File: src/sv/dfmd_pkg.sv
// ----------------------------------------------------------------------------
// dfmd_pkg
// Shared constants, register map and stage types of the depth frame motion
// detector.
// ----------------------------------------------------------------------------
package dfmd_pkg;

  localparam int FRAME_PIXELS = 307200;
  localparam int ADDR_W       = $clog2(FRAME_PIXELS);
  localparam int IDX_W        = $clog2(FRAME_PIXELS + 1);
  localparam int CNT_W        = IDX_W;
  localparam int OUT_CNT_W    = 19;
  localparam int DEPTH_W      = 16;
  localparam int RATE_W       = 16;
  localparam int HOLD_W       = 32;
  localparam int PROD_W       = RATE_W + CNT_W;
  localparam int PADDR_W      = 4;
  localparam int PDATA_W      = 32;

  localparam logic [1:0] REG_DEPTH_THR = 2'd0;
  localparam logic [1:0] REG_RATE_THR  = 2'd1;
  localparam logic [1:0] REG_HOLD      = 2'd2;

  localparam logic [DEPTH_W-1:0] DEPTH_THR_RESET = 16'd200;
  localparam logic [RATE_W-1:0]  RATE_THR_RESET  = 16'd655;
  localparam logic [HOLD_W-1:0]  HOLD_RESET      = 32'd5000;

  typedef struct packed {
    logic [DEPTH_W-1:0] depth_threshold;
    logic [RATE_W-1:0]  rate_threshold;
    logic [HOLD_W-1:0]  hold_ticks;
  } cfg_t;

  typedef struct packed {
    logic               valid;
    logic               tick;
    logic               eof;
    logic               is_ref;
    logic               cmp_en;
    logic [DEPTH_W-1:0] depth;
  } pix_stage_t;

  typedef struct packed {
    logic             valid;
    logic             tick;
    logic             eof;
    logic             is_ref;
    logic [CNT_W-1:0] vcnt;
    logic [CNT_W-1:0] mcnt;
  } frame_stage_t;

endpackage

File: src/sv/dfmd_if.sv


interface dfmd_out_if import dfmd_pkg::*; ();
  logic                 valid;
  logic                 ready;
  logic                 save_frame;
  logic                 became_reference;
  logic                 motion_found;
  logic [OUT_CNT_W-1:0] moved_pixels;
  logic [OUT_CNT_W-1:0] valid_pixels;

  modport source (output valid, output save_frame, output became_reference,
                  output motion_found, output moved_pixels, output valid_pixels,
                  input ready);
  modport sink (input valid, input save_frame, input became_reference,
                input motion_found, input moved_pixels, input valid_pixels,
                output ready);
endinterface

File: src/sv/dfmd_decide.sv
// ----------------------------------------------------------------------------
// dfmd_decide
// Frame decision: rate test, hold counter and the output register.
// ----------------------------------------------------------------------------
module dfmd_decide import dfmd_pkg::*; (
  input  logic              clk,
  input  logic              rst,
  input  frame_stage_t      s3,
  input  logic [RATE_W-1:0] rate_threshold,
  input  logic [HOLD_W-1:0] hold_ticks,
  output logic              adv,
  dfmd_out_if.source        result
);

  frame_stage_t        s4;
  logic [PROD_W-1:0]   prod;
  logic [HOLD_W-1:0]   quiet;
  logic                motion;
  logic                save;
  logic                is_result;
  logic                out_valid;
  logic                out_save;
  logic                out_ref;
  logic                out_motion;
  logic [OUT_CNT_W-1:0] out_moved;
  logic [OUT_CNT_W-1:0] out_valid_cnt;

  assign adv       = !out_valid || result.ready;
  assign is_result = s4.valid && !s4.tick && s4.eof;
  assign motion    = !s4.is_ref && ({s4.mcnt, {RATE_W{1'b0}}} > prod);
  assign save      = s4.is_ref || motion || (quiet < hold_ticks);

  always_ff @(posedge clk) begin
    if (rst) begin
      s4.valid  <= 1'b0;
      quiet     <= '0;
      out_valid <= 1'b0;
    end else if (adv) begin
      s4        <= s3;
      prod      <= PROD_W'(rate_threshold) * PROD_W'(s3.vcnt);
      out_valid <= is_result;
      if (s4.valid && s4.tick) begin
        if (quiet != '1) begin
          quiet <= quiet + HOLD_W'(1);
        end
      end else if (is_result && motion) begin
        quiet <= '0;
      end
      if (is_result) begin
        out_save      <= save;
        out_ref       <= s4.is_ref;
        out_motion    <= motion;
        out_moved     <= s4.is_ref ? '0 : OUT_CNT_W'(s4.mcnt);
        out_valid_cnt <= s4.is_ref ? '0 : OUT_CNT_W'(s4.vcnt);
      end
    end
  end

  assign result.valid            = out_valid;
  assign result.save_frame       = out_save;
  assign result.became_reference = out_ref;
  assign result.motion_found     = out_motion;
  assign result.moved_pixels     = out_moved;
  assign result.valid_pixels     = out_valid_cnt;

  a_ref_clean: assert property (@(posedge clk) disable iff (rst)
    (out_valid && out_ref) |-> (!out_motion && out_moved == '0 && out_valid_cnt == '0))
    else $error("reference result carries motion data");

  a_motion_saves: assert property (@(posedge clk) disable iff (rst)
    (out_valid && out_motion) |-> out_save)
    else $error("motion without save");

  a_moved_le_valid: assert property (@(posedge clk) disable iff (rst)
    (out_valid && !out_ref) |-> (out_moved <= out_valid_cnt))
    else $error("moved count exceeds valid count");

  a_motion_clears: assert property (@(posedge clk) disable iff (rst)
    (adv && is_result && motion) |=> (quiet == '0))
    else $error("hold counter not cleared by motion");

endmodule

File: src/flat_wrapper.sv
// flat-port wrapper written by rule: the top's interface ports become plain ports
module dfmd_decide_flat import dfmd_pkg::*;
  (clk, rst, s3, rate_threshold, hold_ticks, adv, result_valid, result_save_frame, result_became_reference, result_motion_found, result_moved_pixels, result_valid_pixels, result_ready);
  dfmd_out_if result_i ();
  input  logic clk;
  input  logic rst;
  input  frame_stage_t s3;
  input  logic [RATE_W-1:0] rate_threshold;
  input  logic [HOLD_W-1:0] hold_ticks;
  output logic adv;
  output wire logic [$bits(result_i.valid)-1:0] result_valid;
  output wire logic [$bits(result_i.save_frame)-1:0] result_save_frame;
  output wire logic [$bits(result_i.became_reference)-1:0] result_became_reference;
  output wire logic [$bits(result_i.motion_found)-1:0] result_motion_found;
  output wire logic [$bits(result_i.moved_pixels)-1:0] result_moved_pixels;
  output wire logic [$bits(result_i.valid_pixels)-1:0] result_valid_pixels;
  input wire logic [$bits(result_i.ready)-1:0] result_ready;
  assign result_valid = result_i.valid;
  assign result_save_frame = result_i.save_frame;
  assign result_became_reference = result_i.became_reference;
  assign result_motion_found = result_i.motion_found;
  assign result_moved_pixels = result_i.moved_pixels;
  assign result_valid_pixels = result_i.valid_pixels;
  assign result_i.ready = result_ready;
  dfmd_decide u_core (.clk(clk), .rst(rst), .s3(s3), .rate_threshold(rate_threshold), .hold_ticks(hold_ticks), .adv(adv), .result(result_i));
endmodule
File: config.mk
export PLATFORM = sky130hd
export DESIGN_NAME = dfmd_decide_flat
export DESIGN_NICKNAME = d
export VERILOG_FILES = /design/src/sv/dfmd_pkg.sv /design/src/sv/dfmd_if.sv /design/src/sv/dfmd_decide.sv /design/src/flat_wrapper.sv
export SDC_FILE = /design/constraint.sdc
export NUM_CORES = 1
export LEC_CHECK = 0
export BUFFER_PORTS_ARGS = -buffer_cell sky130_fd_sc_hd__buf_4
export CELL_PAD_IN_SITES_DETAIL_PLACEMENT = 1
export CELL_PAD_IN_SITES_GLOBAL_PLACEMENT = 2
export CORE_AREA = 2 2 247 176
export DETAILED_ROUTE_END_ITERATION = 10
export DIE_AREA = 0 0 249 178
export PLACE_DENSITY = 0.92
export SLEW_MARGIN = 20
export SYNTH_ARGS = -nofsm -noshare
export SYNTH_HDL_FRONTEND = slang
export SYNTH_SLANG_ARGS = --single-unit
export TNS_END_PERCENT = 100
File: constraint.sdc
create_clock -name clk -period 8.4 [get_ports clk]
set_input_delay 1.68 -clock clk [delete_from_list [all_inputs] [get_ports clk]]
set_output_delay 1.68 -clock clk [all_outputs]
set_load 0.03 [all_outputs]
# Yosys cells after proc, flatten, opt, wreduce, memory -nomap -nowiden

Index checks and enable logic that the tools add are counted.

Flip-flop bits (word level): 151
Logic and storage cells: 39
Bits of input ports: 93
Output and inout bits: 43

Add/sub/neg operators: 1
$lt $le $gt $ge: 2
$mul: 1
Reductions and logical operators: 15
Multiplexer cells: 3
Bitwise gates (word level): 1
Equal/unequal tests: 2

Operators by type and width:

| kind                                                             | count |
|---|---|
| 32-bit two-way mux                                               | 3 |
| 35-bit greater-than comparator                                   | 1 |
| 16-bit by 19-bit multiplier with 35-bit output                   | 1 |
| 32-bit by 1-bit adder with 32-bit output (second input constant) | 1 |
| 32-bit < comparator                                              | 1 |
| 32-bit inequality test (second input constant)                   | 1 |
| 3-bit AND reduction                                              | 2 |
| 1-bit logical AND                                                | 5 |
| 1-bit zero test                                                  | 3 |
| 1-bit logical OR                                                 | 3 |
| 2-bit inequality test (second input constant)                    | 1 |
| 2-bit AND reduction                                              | 1 |
| 2-bit nonzero test                                               | 1 |
| 1-bit NOT                                                        | 1 |

# Longest topological paths before layout

Gate-level depths: netlist of the first run.

Depth in word-level cells: 6
Depth in mapped cells: 24
Mapped depth without buffers: 23

# Worst setup path after synthesis of the first run

OpenSTA, ideal clock, no wires.

Path type: input -> register
From: input rate_threshold[9]
To: register u_core.prod[34] (data pin)
Path slack: 527 ps
Arrival time: 7613 ps
Stages on the path: 24
Setup time: 260 ps
Required time: 8140 ps
Buffers on the path: 2
Cells stage by stage: clkbuf_1 > clkbuf_1 > nand2_1 > fa_1 > inv_1 > fa_1 > inv_1 > fa_1 > inv_1 > fa_1 > fa_1 > inv_1 > fa_1 > inv_1 > ha_1 > and4_1 > and2_1 > o21ai_0 > a21oi_1 > a2111oi_2 > a21oi_1 > a211o_1 > a21oi_1 > xnor2_1

Word-level cells in the longest chain between the ends: 1

RTL lines:

| what                                           | line              | text |
|---|---|---|
| from (decl)                                    | flat_wrapper.sv:8 | `input logic [RATE_W-1:0] rate_threshold;` |
| 16-bit by 19-bit multiplier with 35-bit output | dfmd_decide.sv:40 | `prod <= PROD_W'(rate_threshold) * PROD_W'(s3.vcnt);` |
| to (signal assigned)                           | dfmd_decide.sv:40 |  |
| to (decl)                                      | dfmd_decide.sv:16 | `logic [PROD_W-1:0] prod;` |

No other way between the ends.
A chain may end at the register's enable or synchronous reset.

# Final worst setup path of the first run

From: input rate_threshold[7]
To: register u_core.prod[34] (data pin)

The elaborated chain is that of the path after synthesis.

==> impl_results.html, run 1 <==
<table>
<tr><th>Metric</th><th>Value</th></tr>
<tr><th colspan="2">Floorplan</th></tr>
<tr><td>Placeable Area</td><td>41900 um^2</td></tr>
<tr><td>Chip height</td><td>178 um</td></tr>
<tr><td>Top-level I/O count</td><td>136</td></tr>
<tr><td>Effective utilization at floorplan</td><td>39.7%</td></tr>
<tr><td>Row count</td><td>63</td></tr>
<tr><td>Die outline width</td><td>249 um</td></tr>
<tr><td>Die area</td><td>44300 um^2</td></tr>
<tr><th colspan="2">STA</th></tr>
<tr><td>Final Worst Setup Slack</td><td>0.660 ns</td></tr>
<tr><td>Final clock skew</td><td>0.0127 ns</td></tr>
<tr><td>Setup repair after global routing missed its margin</td><td>no</td></tr>
<tr><td>Number of setup violations in the final report</td><td>0</td></tr>
<tr><td>Worst slew slack as a fraction of its limit</td><td>34.6%</td></tr>
<tr><td>Fmax</td><td>129 MHz</td></tr>
<tr><td>Final count of pins violating max slew</td><td>0</td></tr>
<tr><td>Minimum period implied by the final worst setup slack</td><td>7.74 ns</td></tr>
<tr><td>Final sum of negative setup slack</td><td>0 ns</td></tr>
<tr><td>Final hold violations</td><td>0</td></tr>
<tr><td>Final period utilization</td><td>92.1%</td></tr>
<tr><td>Pin slew with the least headroom to its limit</td><td>0.981 ns</td></tr>
<tr><td>Worst hold-check slack</td><td>0.497 ns</td></tr>
<tr><th colspan="2">Setup path</th></tr>
<tr><td>Worst setup SP type</td><td>primary input</td></tr>
<tr><td>Worst endpoint required time</td><td>8.58 ns</td></tr>
<tr><td>Worst EP arrival</td><td>7.92 ns</td></tr>
<tr><td>Kind of critical path</td><td>in2reg</td></tr>
<tr><td>Worst-path maximum fanout</td><td>19</td></tr>
<tr><td>Sort of element at the end of the critical path</td><td>register</td></tr>
<tr><th colspan="2">GRT</th></tr>
<tr><td>Vias in the first global route</td><td>13526</td></tr>
<tr><td>Combined global-route utilization of all metal layers</td><td>22.4%</td></tr>
<tr><td>Number of antenna violations at the first check in global routing</td><td>1</td></tr>
<tr><td>Largest net degree at the start of global routing</td><td>70</td></tr>
<tr><td>First-pass GRT wire length</td><td>75900 um</td></tr>
<tr><td>Total congestion overflow</td><td>0</td></tr>
<tr><th colspan="2">Power and ir drop</th></tr>
<tr><td>Combinational cell fraction of total power</td><td>75.5%</td></tr>
<tr><td>Worst-case vdd ir drop</td><td>0.000480 V</td></tr>
<tr><td>Total design power</td><td>7.90 mW</td></tr>
<tr><td>Psw</td><td>3.83 mW</td></tr>
<tr><td>Internal cell power</td><td>4.07 mW</td></tr>
<tr><td>Clock share of power</td><td>9.2%</td></tr>
<tr><td>Sequential share of power</td><td>15.3%</td></tr>
<tr><td>Static leakage</td><td>8.81 nW</td></tr>
<tr><td>Switching power as a share of total power</td><td>48.5%</td></tr>
<tr><td>Power density of the placed cells</td><td>422 nW/um^2</td></tr>
<tr><th colspan="2">Placement</th></tr>
<tr><td>Worst slack at placement</td><td>0.257 ns</td></tr>
<tr><td>Detailed Place HPWL</td><td>38100 um</td></tr>
<tr><td>Number of buffers added on ports</td><td>135</td></tr>
<tr><td>GPL Wtd Cong</td><td>0.887</td></tr>
<tr><td>Number of placed cells counting well taps</td><td>2332</td></tr>
<tr><th colspan="2">Clock network</th></tr>
<tr><td>Buffer levels on the longest clock path</td><td>2</td></tr>
<tr><td>Number of buffers inserted during clock tree synthesis</td><td>17</td></tr>
<tr><td>Clock slew at reported path FFs</td><td>0.07 ns</td></tr>
<tr><td>Library cell used as clock root buffer</td><td>clkbuf_16</td></tr>
<tr><td>Skew-Pair Late Insertion Delay</td><td>0.43 ns</td></tr>
<tr><td># clock sinks</td><td>151</td></tr>
<tr><td>Post-cts sizing count</td><td>0</td></tr>
<tr><td>Post-CTS setup buffer count</td><td>0</td></tr>
<tr><td>TritonCTS clock tree</td><td>yes</td></tr>
<tr><td>Hold_buf cts</td><td>0</td></tr>
<tr><td>H-Tree Depth</td><td>4</td></tr>
<tr><th colspan="2">Final layout</th></tr>
<tr><td>Fraction of final layout cells sized beyond drive strength 1</td><td>10.4%</td></tr>
<tr><td>Post-layout instance count excluding filler cells</td><td>2365</td></tr>
<tr><td>Layout Nets</td><td>2286</td></tr>
<tr><td>Area added between synthesis and finish</td><td>12.8%</td></tr>
<tr><td>Top library cells by usage in the layout, fill and taps aside</td><td>inv_1 (331), fa_1 (236), nand2_1 (203), ha_1 (158), and2_1 (155)</td></tr>
<tr><td>Commonest non-fill, non-tap cell in the layout</td><td>inv_1</td></tr>
<tr><th colspan="2">Detailed routing</th></tr>
<tr><td>First-iteration detailed-routing DRC count</td><td>650</td></tr>
<tr><td>Avg WL per Cell</td><td>20.2 um</td></tr>
<tr><td>Mean number of vias per cell</td><td>5.18</td></tr>
<tr><td>Vias after detailed routing</td><td>12251</td></tr>
<tr><td>First drt pass iteration count</td><td>5</td></tr>
<tr><td>Total routed wirelength</td><td>47800 um</td></tr>
<tr><td>Post-route DRC</td><td>0</td></tr>
<tr><td>Detail Route Antenna Nets</td><td>0</td></tr>
<tr><th colspan="2">Yosys</th></tr>
<tr><td>Share of the synthesized netlist area taken by xor and xnor gates</td><td>1.69%</td></tr>
<tr><td>Synthesized cell area</td><td>16600 um^2</td></tr>
<tr><td>Average instance area after synthesis</td><td>9.80 um^2</td></tr>
<tr><td>Dominant combinational cell family by area after synthesis</td><td>adder cells</td></tr>
<tr><td>Synthesized-area fraction occupied by and/or/nand/nor cells</td><td>16.1%</td></tr>
<tr><td>Async set-or-reset flop fraction in the synthesized netlist</td><td>0%</td></tr>
<tr><td>Post-synthesis sequential area ratio</td><td>25.3%</td></tr>
<tr><td>Number of synthesized flops with an enable pin</td><td>117</td></tr>
<tr><td>Mux cell area share after synthesis</td><td>0%</td></tr>
<tr><td>Post-synthesis adder-cell area fraction</td><td>40.4%</td></tr>
<tr><td>Gate count after technology mapping</td><td>1695</td></tr>
<tr><td>Synthesis-stage register bit count</td><td>151</td></tr>
<tr><td>Synthesized-area fraction occupied by ao, oa, aoi and oai cells</td><td>7.74%</td></tr>
<tr><td>Syn_nets</td><td>2182</td></tr>
<tr><td>Predominant post-synthesis flop cell</td><td>edfxtp_1</td></tr>
<tr><td>Yosys Warn Count</td><td>0</td></tr>
<tr><td>Number of different library cells in the post-synthesis netlist</td><td>54</td></tr>
<tr><th colspan="2">Outcome</th></tr>
<tr><td>Run status</td><td>finished clean</td></tr>
<tr><th colspan="2">Run</th></tr>
<tr><td>Number of maximum-capacitance violations</td><td>0</td></tr>
<tr><th colspan="2">Hold path</th></tr>
<tr><td>Class of the worst hold path</td><td>reg2reg</td></tr>
</table>
power groups by stage:
stage                     combinational [mW]  sequential, mW  clock [mW]
after floorplan                         4.36            1.22           0
after global placement                  5.68            1.23           0
after detailed placement                5.91            1.23           0
after CTS                               5.98            1.21       0.740
after global routing                    6.81            1.22       0.770
final                                   5.96            1.21       0.725
cell usage after synthesis, drive strengths merged (14+ instances only):
library cell / count / area [um^2]
xnor2: 24 / 210
nand2: 203 / 762
ha: 158 / 1980
nor3: 19 / 95.1
a311oi: 21 / 196
nor2b: 45 / 282
fa: 236 / 4720
and2: 155 / 970
edfxtp: 117 / 3510
nor2: 52 / 195
a21o: 25 / 191
inv: 331 / 1240
dfxtp: 34 / 681
o21ai: 39 / 199
clkbuf: 62 / 233
and3: 14 / 87.6
a21oi: 55 / 275
nand3: 17 / 85.1
per-stage QoR:
stage | util [%] | cell area, um^2
2_1_floorplan | - | 16600
3_3_place_gp | 43.4 | 18200
3_5_place_dp | 43.4 | 18200
4_1_cts | 44.7 | 18700
5_1_grt | 44.7 | 18700
6_report | 44.7 | 18700
registers in the layout, summed over array words and instances, names as in the netlist:
register / flops
u_core.s4: 42
u_core.prod: 35
u_core.quiet: 32
u_core.result.moved_pixels: 19
u_core.result.valid_pixels: 19
u_core.result.became_reference: 1
u_core.result.motion_found: 1
u_core.result.save_frame: 1
u_core.result.valid: 1
cell type report:
type	instances	area, um^2
antenna	1	2.50
clock buffer	18	429
clock inverter	14	109
fill	4710	23100
inverter	331	1240
multi-input combinational	1150	10900
sequential	151	4190
tap	552	691
timing repair buffer	148	1110
metal layers:
layer  global-route usage, %  share of wire (%)
met4                    4.39               0.90
met5                       0              0.027
met2                    34.2                 44
met1                    31.5                 47
met3                    6.81                8.1
critical path, stage by stage:
cell and delay (ns):
buf_4 0.23, nand2_1 0.12, fa_1 0.48, fa_1 0.55, inv_1 0.06, fa_1 0.65, fa_1 0.49, fa_1 0.50
inv_1 0.06, fa_1 0.53, inv_1 0.05, ha_1 0.38, a2111oi_0 0.53, o21ai_1 0.14, a21boi_1 0.21, a21oi_1 0.12
a2111oi_2 0.38, a21oi_1 0.21, a211o_1 0.29, a21oi_1 0.17, xnor2_1 0.08
path summary, 6_finish.rpt:
kind,start,depth (start not counted),slack (ns),endpoint
worst max-delay path,rate_threshold[7],21,0.66,u_core.prod[34]
worst min register to register,u_core.quiet[27],1,0.50,u_core.quiet[27]
worst min-delay path,u_core.quiet[27],1,0.50,u_core.quiet[27]
worst max register to register,u_core.quiet[0],10,4.83,u_core.quiet[22]
kinds of logic (layout without fill, tap and decap cells):
| logic type | after synthesis | count (layout) |
|---|---|---|
| AO/OA/AOI/OAI | 191 | 191 |
| XOR/XNOR | 32 | 32 |
| adder cells (fa/ha/maj) | 394 | 394 |
| buffers and inverters | 394 | 511 |
| flip-flops | 151 | 151 |
| other | 0 | 1 |
| AND/OR/NAND/NOR | 533 | 533 |
(Power assumes the default switching activity.)
==> run 2: changes to the inputs <==
CELL_PAD_IN_SITES_GLOBAL_PLACEMENT = 1   (was 2)
CORE_AREA = 2 2 244 174   (was 2 2 247 176)
DIE_AREA = 0 0 246 176   (was 0 0 249 178)
PLACE_DENSITY = 0.81   (was 0.92)
==> run 2 against run 1 <==
Against the previous run:
- power up 1.1%
- design area up 0.21%
- clock power up 8.4%
- register-to-register slack worse by 0.10 ns
- utilization up 1.3 points
- routed wire length up 2.3%
- setup slack better by 0.016 ns
- sequential share of layout area about the same
- critical path type unchanged
==> impl_results.html, run 2 (same netlist as run 1, synthesis figures left out) <==
<table>
<tr><th>Metric</th><th>Value</th></tr>
<tr><th colspan="2">Detailed routing</th></tr>
<tr><td>Vias after detailed routing</td><td>12405 (+1.3%)</td></tr>
<tr><td>Length of routed wiring on met1</td><td>22600 um (-0.34%)</td></tr>
<tr><td>Total routed wirelength</td><td>48900 um (+2.3%)</td></tr>
<tr><td>Met2 wire length</td><td>22300 um (+7.2%)</td></tr>
<tr><td>First-iteration detailed-routing DRC count</td><td>835 (+28%)</td></tr>
<tr><td>Detail Route Antenna Nets</td><td>0 (unchanged)</td></tr>
<tr><td>Detailed-routed wire length on met3</td><td>3580 um (-8.0%)</td></tr>
<tr><td>Avg WL per Cell</td><td>20.8 um (+2.8%)</td></tr>
<tr><td>Top layer used by detailed routing</td><td>met4</td></tr>
<tr><td>First drt pass iteration count</td><td>7 (+2)</td></tr>
<tr><td>Mean number of vias per cell</td><td>5.27 (+1.8%)</td></tr>
<tr><td>Post-route DRC</td><td>0 (unchanged)</td></tr>
<tr><th colspan="2">GRT</th></tr>
<tr><td>Number of antenna violations at the first check in global routing</td><td>1 (unchanged)</td></tr>
<tr><td>Largest net degree at the start of global routing</td><td>77 (+10%)</td></tr>
<tr><td>Combined global-route utilization of all metal layers</td><td>23.4% (+1.1 points)</td></tr>
<tr><td>Total congestion overflow</td><td>0 (unchanged)</td></tr>
<tr><td>Vias in the first global route</td><td>13826 (+2.2%)</td></tr>
<tr><td>First-pass GRT wire length</td><td>77900 um (+2.6%)</td></tr>
<tr><th colspan="2">STA</th></tr>
<tr><td>Pin slew with the least headroom to its limit</td><td>0.964 ns (-0.0172 ns)</td></tr>
<tr><td>Final count of pins violating max slew</td><td>0 (unchanged)</td></tr>
<tr><td>Setup repair after global routing missed its margin</td><td>no</td></tr>
<tr><td>Final sum of negative setup slack</td><td>0 ns (unchanged)</td></tr>
<tr><td>Worst slew slack as a fraction of its limit</td><td>35.8% (+1.1 points)</td></tr>
<tr><td>Final period utilization</td><td>92.0% (-0.19 points)</td></tr>
<tr><td>Final clock skew</td><td>0.0140 ns (+0.00129 ns)</td></tr>
<tr><td>Minimum period implied by the final worst setup slack</td><td>7.72 ns (-0.0158 ns)</td></tr>
<tr><td>Fmax</td><td>129 MHz (+0.21%)</td></tr>
<tr><td>Final hold violations</td><td>0 (unchanged)</td></tr>
<tr><td>Worst hold-check slack</td><td>0.508 ns (+0.0104 ns)</td></tr>
<tr><td>Final Worst Setup Slack</td><td>0.676 ns (+0.0158 ns)</td></tr>
<tr><td>Number of setup violations in the final report</td><td>0 (unchanged)</td></tr>
<tr><th colspan="2">Placement</th></tr>
<tr><td>Worst slack at placement</td><td>0.261 ns (+0.00440 ns)</td></tr>
<tr><td>GPL Wtd Cong</td><td>0.901 (+1.6%)</td></tr>
<tr><td>Number of buffers added on ports</td><td>135 (unchanged)</td></tr>
<tr><td>Number of placed cells counting well taps</td><td>2320 (-0.51%)</td></tr>
<tr><td>Placed instance area</td><td>18200 um^2 (-0.16%)</td></tr>
<tr><td>Detailed Place HPWL</td><td>38800 um (+1.7%)</td></tr>
<tr><th colspan="2">Setup path</th></tr>
<tr><td>Largest stage delay on the critical path</td><td>0.74 ns (+0.09 ns)</td></tr>
<tr><td>Startpoint of the most critical register-to-register path</td><td>u_core.quiet[0]</td></tr>
<tr><td>Origin of the worst setup path</td><td>s3[27]</td></tr>
<tr><td>Worst EP arrival</td><td>7.90 ns (-0.02 ns)</td></tr>
<tr><td>Worst-path maximum fanout</td><td>17 (-2)</td></tr>
<tr><td>Worst setup SP type</td><td>primary input</td></tr>
<tr><td>Ordered list of cells on the worst path</td><td>buf_4 -&gt; nand2_1 -&gt; fa_1 -&gt; inv_1 -&gt; fa_1 -&gt; fa_1 -&gt; fa_1 -&gt; fa_1 -&gt; inv_1 -&gt; fa_1 -&gt; inv_1 -&gt; ha_1 -&gt; a211oi_1 -&gt; o21ai_0 -&gt; a31oi_1 -&gt; o21ai_0 -&gt; a311oi_1 -&gt; nor2_1 -&gt; a211oi_1 -&gt; o21bai_1 -&gt; xor2_1</td></tr>
<tr><td>Sort of element at the end of the critical path</td><td>register</td></tr>
<tr><td>Worst endpoint required time</td><td>8.58 ns (about the same)</td></tr>
<tr><td>Cell type of the slowest stage on the worst timing path</td><td>fa_1</td></tr>
<tr><td>Kind of critical path</td><td>in2reg</td></tr>
<tr><td>Cell seen most often among critical-path stages</td><td>fa_1</td></tr>
<tr><th colspan="2">Clock network</th></tr>
<tr><td>Post-CTS setup buffer count</td><td>0 (unchanged)</td></tr>
<tr><td>Clock slew at reported path FFs</td><td>0.07 ns (about the same)</td></tr>
<tr><td>Skew-Pair Late Insertion Delay</td><td>0.42 ns (about the same)</td></tr>
<tr><td>Post-cts sizing count</td><td>0 (unchanged)</td></tr>
<tr><td>H-Tree Depth</td><td>4 (unchanged)</td></tr>
<tr><td>Library cell used as clock root buffer</td><td>clkbuf_16</td></tr>
<tr><td>Number of buffers inserted during clock tree synthesis</td><td>17 (unchanged)</td></tr>
<tr><td>TritonCTS clock tree</td><td>yes</td></tr>
<tr><td>Buffer levels on the longest clock path</td><td>2 (unchanged)</td></tr>
<tr><td># clock sinks</td><td>151 (unchanged)</td></tr>
<tr><td>Hold_buf cts</td><td>0 (unchanged)</td></tr>
<tr><th colspan="2">Run</th></tr>
<tr><td>Number of maximum-capacitance violations</td><td>0 (unchanged)</td></tr>
<tr><th colspan="2">Final layout</th></tr>
<tr><td>Final design utilization</td><td>46.1% (+1.3 points)</td></tr>
<tr><td>Fill count</td><td>4655 (-1.2%)</td></tr>
<tr><td>Top library cells by usage in the layout, fill and taps aside</td><td>inv_1 (331), fa_1 (236), nand2_1 (203), ha_1 (158), and2_1 (155)</td></tr>
<tr><td>Post-layout instance count excluding filler cells</td><td>2353 (-0.51%)</td></tr>
<tr><td>Number of diodes added for antenna fixing</td><td>0 (-1)</td></tr>
<tr><td>Regs by FF count</td><td>u_core.s4 (42), u_core.prod (35), u_core.quiet (32)</td></tr>
<tr><td>Commonest non-fill, non-tap cell in the layout</td><td>inv_1</td></tr>
<tr><td>Area added between synthesis and finish</td><td>13.0%</td></tr>
<tr><td>Area taken by multi-input logic gates</td><td>11000 um^2 (+0.10%)</td></tr>
<tr><td>Register containing the most flip-flops in the final layout</td><td>u_core.s4</td></tr>
<tr><td>Layout Nets</td><td>2283 (-0.13%)</td></tr>
<tr><td>Fraction of final layout cells sized beyond drive strength 1</td><td>10.4% (+0.017 points)</td></tr>
<tr><td>Flip-flop and latch area</td><td>4190 um^2 (unchanged)</td></tr>
<tr><td>Number of flip-flops under the largest register name</td><td>42 (unchanged)</td></tr>
<tr><td>Final instance area</td><td>18800 um^2 (+0.21%)</td></tr>
<tr><th colspan="2">Floorplan</th></tr>
<tr><td>Die outline width</td><td>246 um (-1.2%)</td></tr>
<tr><td>Placeable Area</td><td>40700 um^2 (-2.7%)</td></tr>
<tr><td>Effective utilization at floorplan</td><td>40.8% (+1.1 points)</td></tr>
<tr><td>Chip height</td><td>176 um (-1.1%)</td></tr>
<tr><td>Row count</td><td>62 (-1.6%)</td></tr>
<tr><td>Die area</td><td>43300 um^2 (-2.3%)</td></tr>
<tr><td>Top-level I/O count</td><td>136 (unchanged)</td></tr>
<tr><th colspan="2">Power and ir drop</th></tr>
<tr><td>Worst-case vdd ir drop</td><td>0.000369 V (-23%)</td></tr>
<tr><td>Total design power</td><td>7.99 mW (+1.1%)</td></tr>
<tr><td>Static leakage</td><td>8.82 nW (+0.20%)</td></tr>
<tr><td>Power density of the placed cells</td><td>426 nW/um^2 (+0.89%)</td></tr>
<tr><th colspan="2">Hold path</th></tr>
<tr><td>Origin of the worst min-delay path</td><td>u_core.s4[41]</td></tr>
<tr><td>Class of the worst hold path</td><td>reg2reg</td></tr>
<tr><th colspan="2">Outcome</th></tr>
<tr><td>Run status</td><td>finished clean</td></tr>
</table>
[run 2: changes by cell type in the layout (fill, tap and decap cells not counted), sizes merged]
cell      before  now
buf          148  145
clkinv         8    3
clkinvlp       4    3
clkbuf        18   20
bufinv         1    2
inv          332  335
diode          1    0
[run 2: where the power goes]
group / internal, mW / switching [mW]
logic: 2.48 / 3.51
registers: 1.18 / 0.0315
clock network: 0.451 / 0.335
total: 4.11 / 3.88
[run 2: final cells by class]
cell class | count | area share (%)
inverters | 331 | 6.62
multi-input cells | 1150 | 58.4
clock inverters | 12 | 0.760
flip-flops and latches | 151 | 22.3
repair buffers | 145 | 5.87
well taps | 544 | 3.63
clock buffers | 20 | 2.38
[run 2: path summary, 6_finish.rpt]
check	to	slack, ns	cells after the start
hold reg to reg	u_core.s4[41]	0.51	2
setup / recovery	u_core.prod[33]	0.68	21
setup reg to reg	u_core.quiet[22]	4.73	10
hold / removal	u_core.s4[41]	0.51	2
[run 2: worst max-delay path, delay by kind of cell]
kind	cells	cell delay [ns]
buffers and inverters	4	0.42
AOI/OAI and AO/OA	7	1.57
xor gates and xnor gates	1	0.15
adders and majority gates	7	3.77
and+or+nand+nor	2	0.30
[run 2: routing by layer]
metal	vias up	global-route usage, %
li1	5584	-
met1	6415	32.9
met2	375	37.0
met3	31	5.96
met4	0	4.09
met5	-	0
==> run 3: changes to the inputs <==
CELL_PAD_IN_SITES_DETAIL_PLACEMENT = not set   (was 1)
CELL_PAD_IN_SITES_GLOBAL_PLACEMENT = not set   (was 1)
PLACE_DENSITY = 0.68   (was 0.81)
==> run 3 against run 2 <==
Against the previous run:
- largest cell class unchanged
- via count decreased by 3.2%
- hold slack improved by 0.0076 ns
- first-iteration DRC count rose by 17%
- clock-buffer cell count decreased by 3
- non-clock buffer count down 4
- sequential share of layout area about the same
==> impl_results.html, run 3 (same netlist as run 1, synthesis figures left out) <==
<table>
<tr><th>Metric</th><th>Value</th></tr>
<tr><th colspan="2">Outcome</th></tr>
<tr><td>Run status</td><td>finished clean</td></tr>
<tr><th colspan="2">Final layout</th></tr>
<tr><td>Post-layout instance count excluding filler cells</td><td>2350 (-0.13%)</td></tr>
<tr><td>Regs by FF count</td><td>u_core.s4 (42), u_core.prod (35), u_core.quiet (32)</td></tr>
<tr><td>Area added between synthesis and finish</td><td>12.8%</td></tr>
<tr><td>Final instance area</td><td>18700 um^2 (-0.21%)</td></tr>
<tr><td>Layout Nets</td><td>2279 (-0.18%)</td></tr>
<tr><td>Number of flip-flops under the largest register name</td><td>42 (unchanged)</td></tr>
<tr><td>Fill count</td><td>3851 (-17%)</td></tr>
<tr><td>Fraction of final layout cells sized beyond drive strength 1</td><td>10.4% (-0.088 points)</td></tr>
<tr><td>Final design utilization</td><td>46.0% (-0.095 points)</td></tr>
<tr><td>Commonest non-fill, non-tap cell in the layout</td><td>inv_1</td></tr>
<tr><td>Top library cells by usage in the layout, fill and taps aside</td><td>inv_1 (331), fa_1 (236), nand2_1 (203), ha_1 (158), and2_1 (155)</td></tr>
<tr><td>Register containing the most flip-flops in the final layout</td><td>u_core.s4</td></tr>
<tr><th colspan="2">Placement</th></tr>
<tr><td>Number of buffers added on ports</td><td>135 (unchanged)</td></tr>
<tr><td>Detailed Place HPWL</td><td>33200 um (-14%)</td></tr>
<tr><td>Number of placed cells counting well taps</td><td>2317 (-0.13%)</td></tr>
<tr><td>GPL Wtd Cong</td><td>0.914 (+1.4%)</td></tr>
<tr><td>Placed instance area</td><td>18100 um^2 (-0.19%)</td></tr>
<tr><td>Worst slack at placement</td><td>0.372 ns (+0.110 ns)</td></tr>
<tr><th colspan="2">GRT</th></tr>
<tr><td>Met3 GRT Util</td><td>5.68% (-0.27 points)</td></tr>
<tr><td>Vias in the first global route</td><td>12424 (-10%)</td></tr>
<tr><td>Largest net degree at the start of global routing</td><td>48 (-38%)</td></tr>
<tr><td>Number of antenna violations at the first check in global routing</td><td>2 (+1)</td></tr>
<tr><td>First-pass GRT wire length</td><td>67400 um (-13%)</td></tr>
<tr><td>Met1 usage</td><td>30.2% (-2.7 points)</td></tr>
<tr><td>Fraction of met2 tracks used by global routing</td><td>28.8% (-8.2 points)</td></tr>
<tr><td>Combined global-route utilization of all metal layers</td><td>20.1% (-3.3 points)</td></tr>
<tr><td>Busiest grt layer</td><td>met1</td></tr>
<tr><td>Total congestion overflow</td><td>0 (unchanged)</td></tr>
<tr><th colspan="2">STA</th></tr>
<tr><td>Final period utilization</td><td>90.3% (-1.7 points)</td></tr>
<tr><td>Number of setup violations in the final report</td><td>0 (unchanged)</td></tr>
<tr><td>Minimum period implied by the final worst setup slack</td><td>7.58 ns (-0.142 ns)</td></tr>
<tr><td>Pin slew with the least headroom to its limit</td><td>0.908 ns (-0.0558 ns)</td></tr>
<tr><td>Fmax</td><td>132 MHz (+1.9%)</td></tr>
<tr><td>Setup repair after global routing missed its margin</td><td>no</td></tr>
<tr><td>Final clock skew</td><td>0.0149 ns (+0.000979 ns)</td></tr>
<tr><td>Final sum of negative setup slack</td><td>0 ns (unchanged)</td></tr>
<tr><td>Final hold violations</td><td>0 (unchanged)</td></tr>
<tr><td>Worst hold-check slack</td><td>0.515 ns (+0.00758 ns)</td></tr>
<tr><td>Final count of pins violating max slew</td><td>0 (unchanged)</td></tr>
<tr><td>Final Worst Setup Slack</td><td>0.818 ns (+0.142 ns)</td></tr>
<tr><td>Worst slew slack as a fraction of its limit</td><td>39.3% (+3.6 points)</td></tr>
<tr><th colspan="2">Detailed routing</th></tr>
<tr><td>Detail Route Antenna Nets</td><td>0 (unchanged)</td></tr>
<tr><td>Mean number of vias per cell</td><td>5.11 (-3.1%)</td></tr>
<tr><td>Post-route DRC</td><td>0 (unchanged)</td></tr>
<tr><td>Total routed wirelength</td><td>42500 um (-13%)</td></tr>
<tr><td>Vias after detailed routing</td><td>12005 (-3.2%)</td></tr>
<tr><td>First-iteration detailed-routing DRC count</td><td>981 (+17%)</td></tr>
<tr><td>Avg WL per Cell</td><td>18.1 um (-13%)</td></tr>
<tr><td>First drt pass iteration count</td><td>6 (-1)</td></tr>
<tr><th colspan="2">Clock network</th></tr>
<tr><td>H-Tree Depth</td><td>4 (unchanged)</td></tr>
<tr><td>Post-CTS setup buffer count</td><td>0 (unchanged)</td></tr>
<tr><td>Skew-Pair Late Insertion Delay</td><td>0.43 ns (about the same)</td></tr>
<tr><td>TritonCTS clock tree</td><td>yes</td></tr>
<tr><td># clock sinks</td><td>151 (unchanged)</td></tr>
<tr><td>Post-cts sizing count</td><td>0 (unchanged)</td></tr>
<tr><td>Buffer levels on the longest clock path</td><td>2 (unchanged)</td></tr>
<tr><td>Library cell used as clock root buffer</td><td>clkbuf_16</td></tr>
<tr><td>Clock slew at reported path FFs</td><td>0.07 ns (about the same)</td></tr>
<tr><td>Number of buffers inserted during clock tree synthesis</td><td>17 (unchanged)</td></tr>
<tr><td>Hold_buf cts</td><td>0 (unchanged)</td></tr>
<tr><th colspan="2">Floorplan</th></tr>
<tr><td>Die area</td><td>43300 um^2 (unchanged)</td></tr>
<tr><td>Top-level I/O count</td><td>136 (unchanged)</td></tr>
<tr><td>Row count</td><td>62 (unchanged)</td></tr>
<tr><td>Die outline width</td><td>246 um (unchanged)</td></tr>
<tr><td>Placeable Area</td><td>40700 um^2 (unchanged)</td></tr>
<tr><td>Effective utilization at floorplan</td><td>40.8% (unchanged)</td></tr>
<tr><td>Chip height</td><td>176 um (unchanged)</td></tr>
<tr><th colspan="2">Power and ir drop</th></tr>
<tr><td>Power density of the placed cells</td><td>413 nW/um^2 (-2.9%)</td></tr>
<tr><td>Total design power</td><td>7.74 mW (-3.1%)</td></tr>
<tr><td>Static leakage</td><td>8.81 nW (-0.10%)</td></tr>
<tr><td>Worst-case vdd ir drop</td><td>0.000431 V (+17%)</td></tr>
<tr><th colspan="2">Run</th></tr>
<tr><td>Number of maximum-capacitance violations</td><td>0 (unchanged)</td></tr>
<tr><th colspan="2">Setup path</th></tr>
<tr><td>Sort of element at the end of the critical path</td><td>register</td></tr>
<tr><td>Kind of critical path</td><td>in2reg</td></tr>
<tr><td>Worst setup SP type</td><td>primary input</td></tr>
<tr><td>Worst EP arrival</td><td>7.76 ns (-0.14 ns)</td></tr>
<tr><td>Worst endpoint required time</td><td>8.58 ns (about the same)</td></tr>
<tr><td>Worst-path maximum fanout</td><td>17 (unchanged)</td></tr>
<tr><th colspan="2">Hold path</th></tr>
<tr><td>Class of the worst hold path</td><td>reg2reg</td></tr>
</table>
run 3: cell types whose count changed in the layout (fill, tap and decap cells not counted), moves of 2 or more:
cell,before,now
clkinv_8,0,4
inv_8,1,6
buf_4,144,141
clkinvlp_4,3,0
bufinv_16,2,0
clkbuf_1,2,0
run 3: worst paths after layout:
check	slack, ns	end	startpoint	cells past startpoint
worst max-delay path	0.82	u_core.prod[34]	s3[29]	22
worst min-delay path	0.52	u_core.s4[41]	u_core.s4[41]	2
worst max register to register	4.97	u_core.quiet[22]	u_core.quiet[0]	10
worst min register to register	0.52	u_core.s4[41]	u_core.s4[41]	2
run 3: per-layer routing:
layer	share of wire (%)	routed length, um	vias to the layer above
li1	-	-	5597
met1	49	20700	5907
met2	41	17600	466
met3	8.6	3660	35
met4	1.3	573	0
met5	0	0	-
run 3: layout make-up:
cell class                 instances  area, um^2  share of cell area, %
timing repair buffer             141        1060                   5.65
antenna                            1        2.50                 0.0134
inverter                         331        1240                   6.63
clock buffer                      17         425                   2.27
clock inverter                    15         176                  0.942
multi-input combinational       1150       10900                   58.5
sequential                       151        4190                   22.4
tap                              544         681                   3.63
run 3: worst max-delay path, cell delays in order:
cell and delay [ns]:
buf_4 0.19, and2_1 0.21, fa_1 0.53, inv_1 0.05, fa_1 0.50, fa_1 0.51
inv_1 0.05, fa_1 0.46, fa_1 0.59, inv_1 0.07, fa_1 0.53, inv_1 0.04
ha_1 0.35, and4_1 0.29, and2_1 0.17, o21ai_0 0.28, a21oi_1 0.14, a2111oi_2 0.38
a21oi_1 0.20, a211o_1 0.28, a21oi_1 0.17, xnor2_1 0.08
run 3: report_power, final:
part | leakage (nW) | internal [mW] | switching, mW
sequential | 1.39 | 1.18 | 0.0295
combinational | 7.13 | 2.43 | 3.32
clock | 0.295 | 0.404 | 0.371
total | 8.81 | 4.02 | 3.72
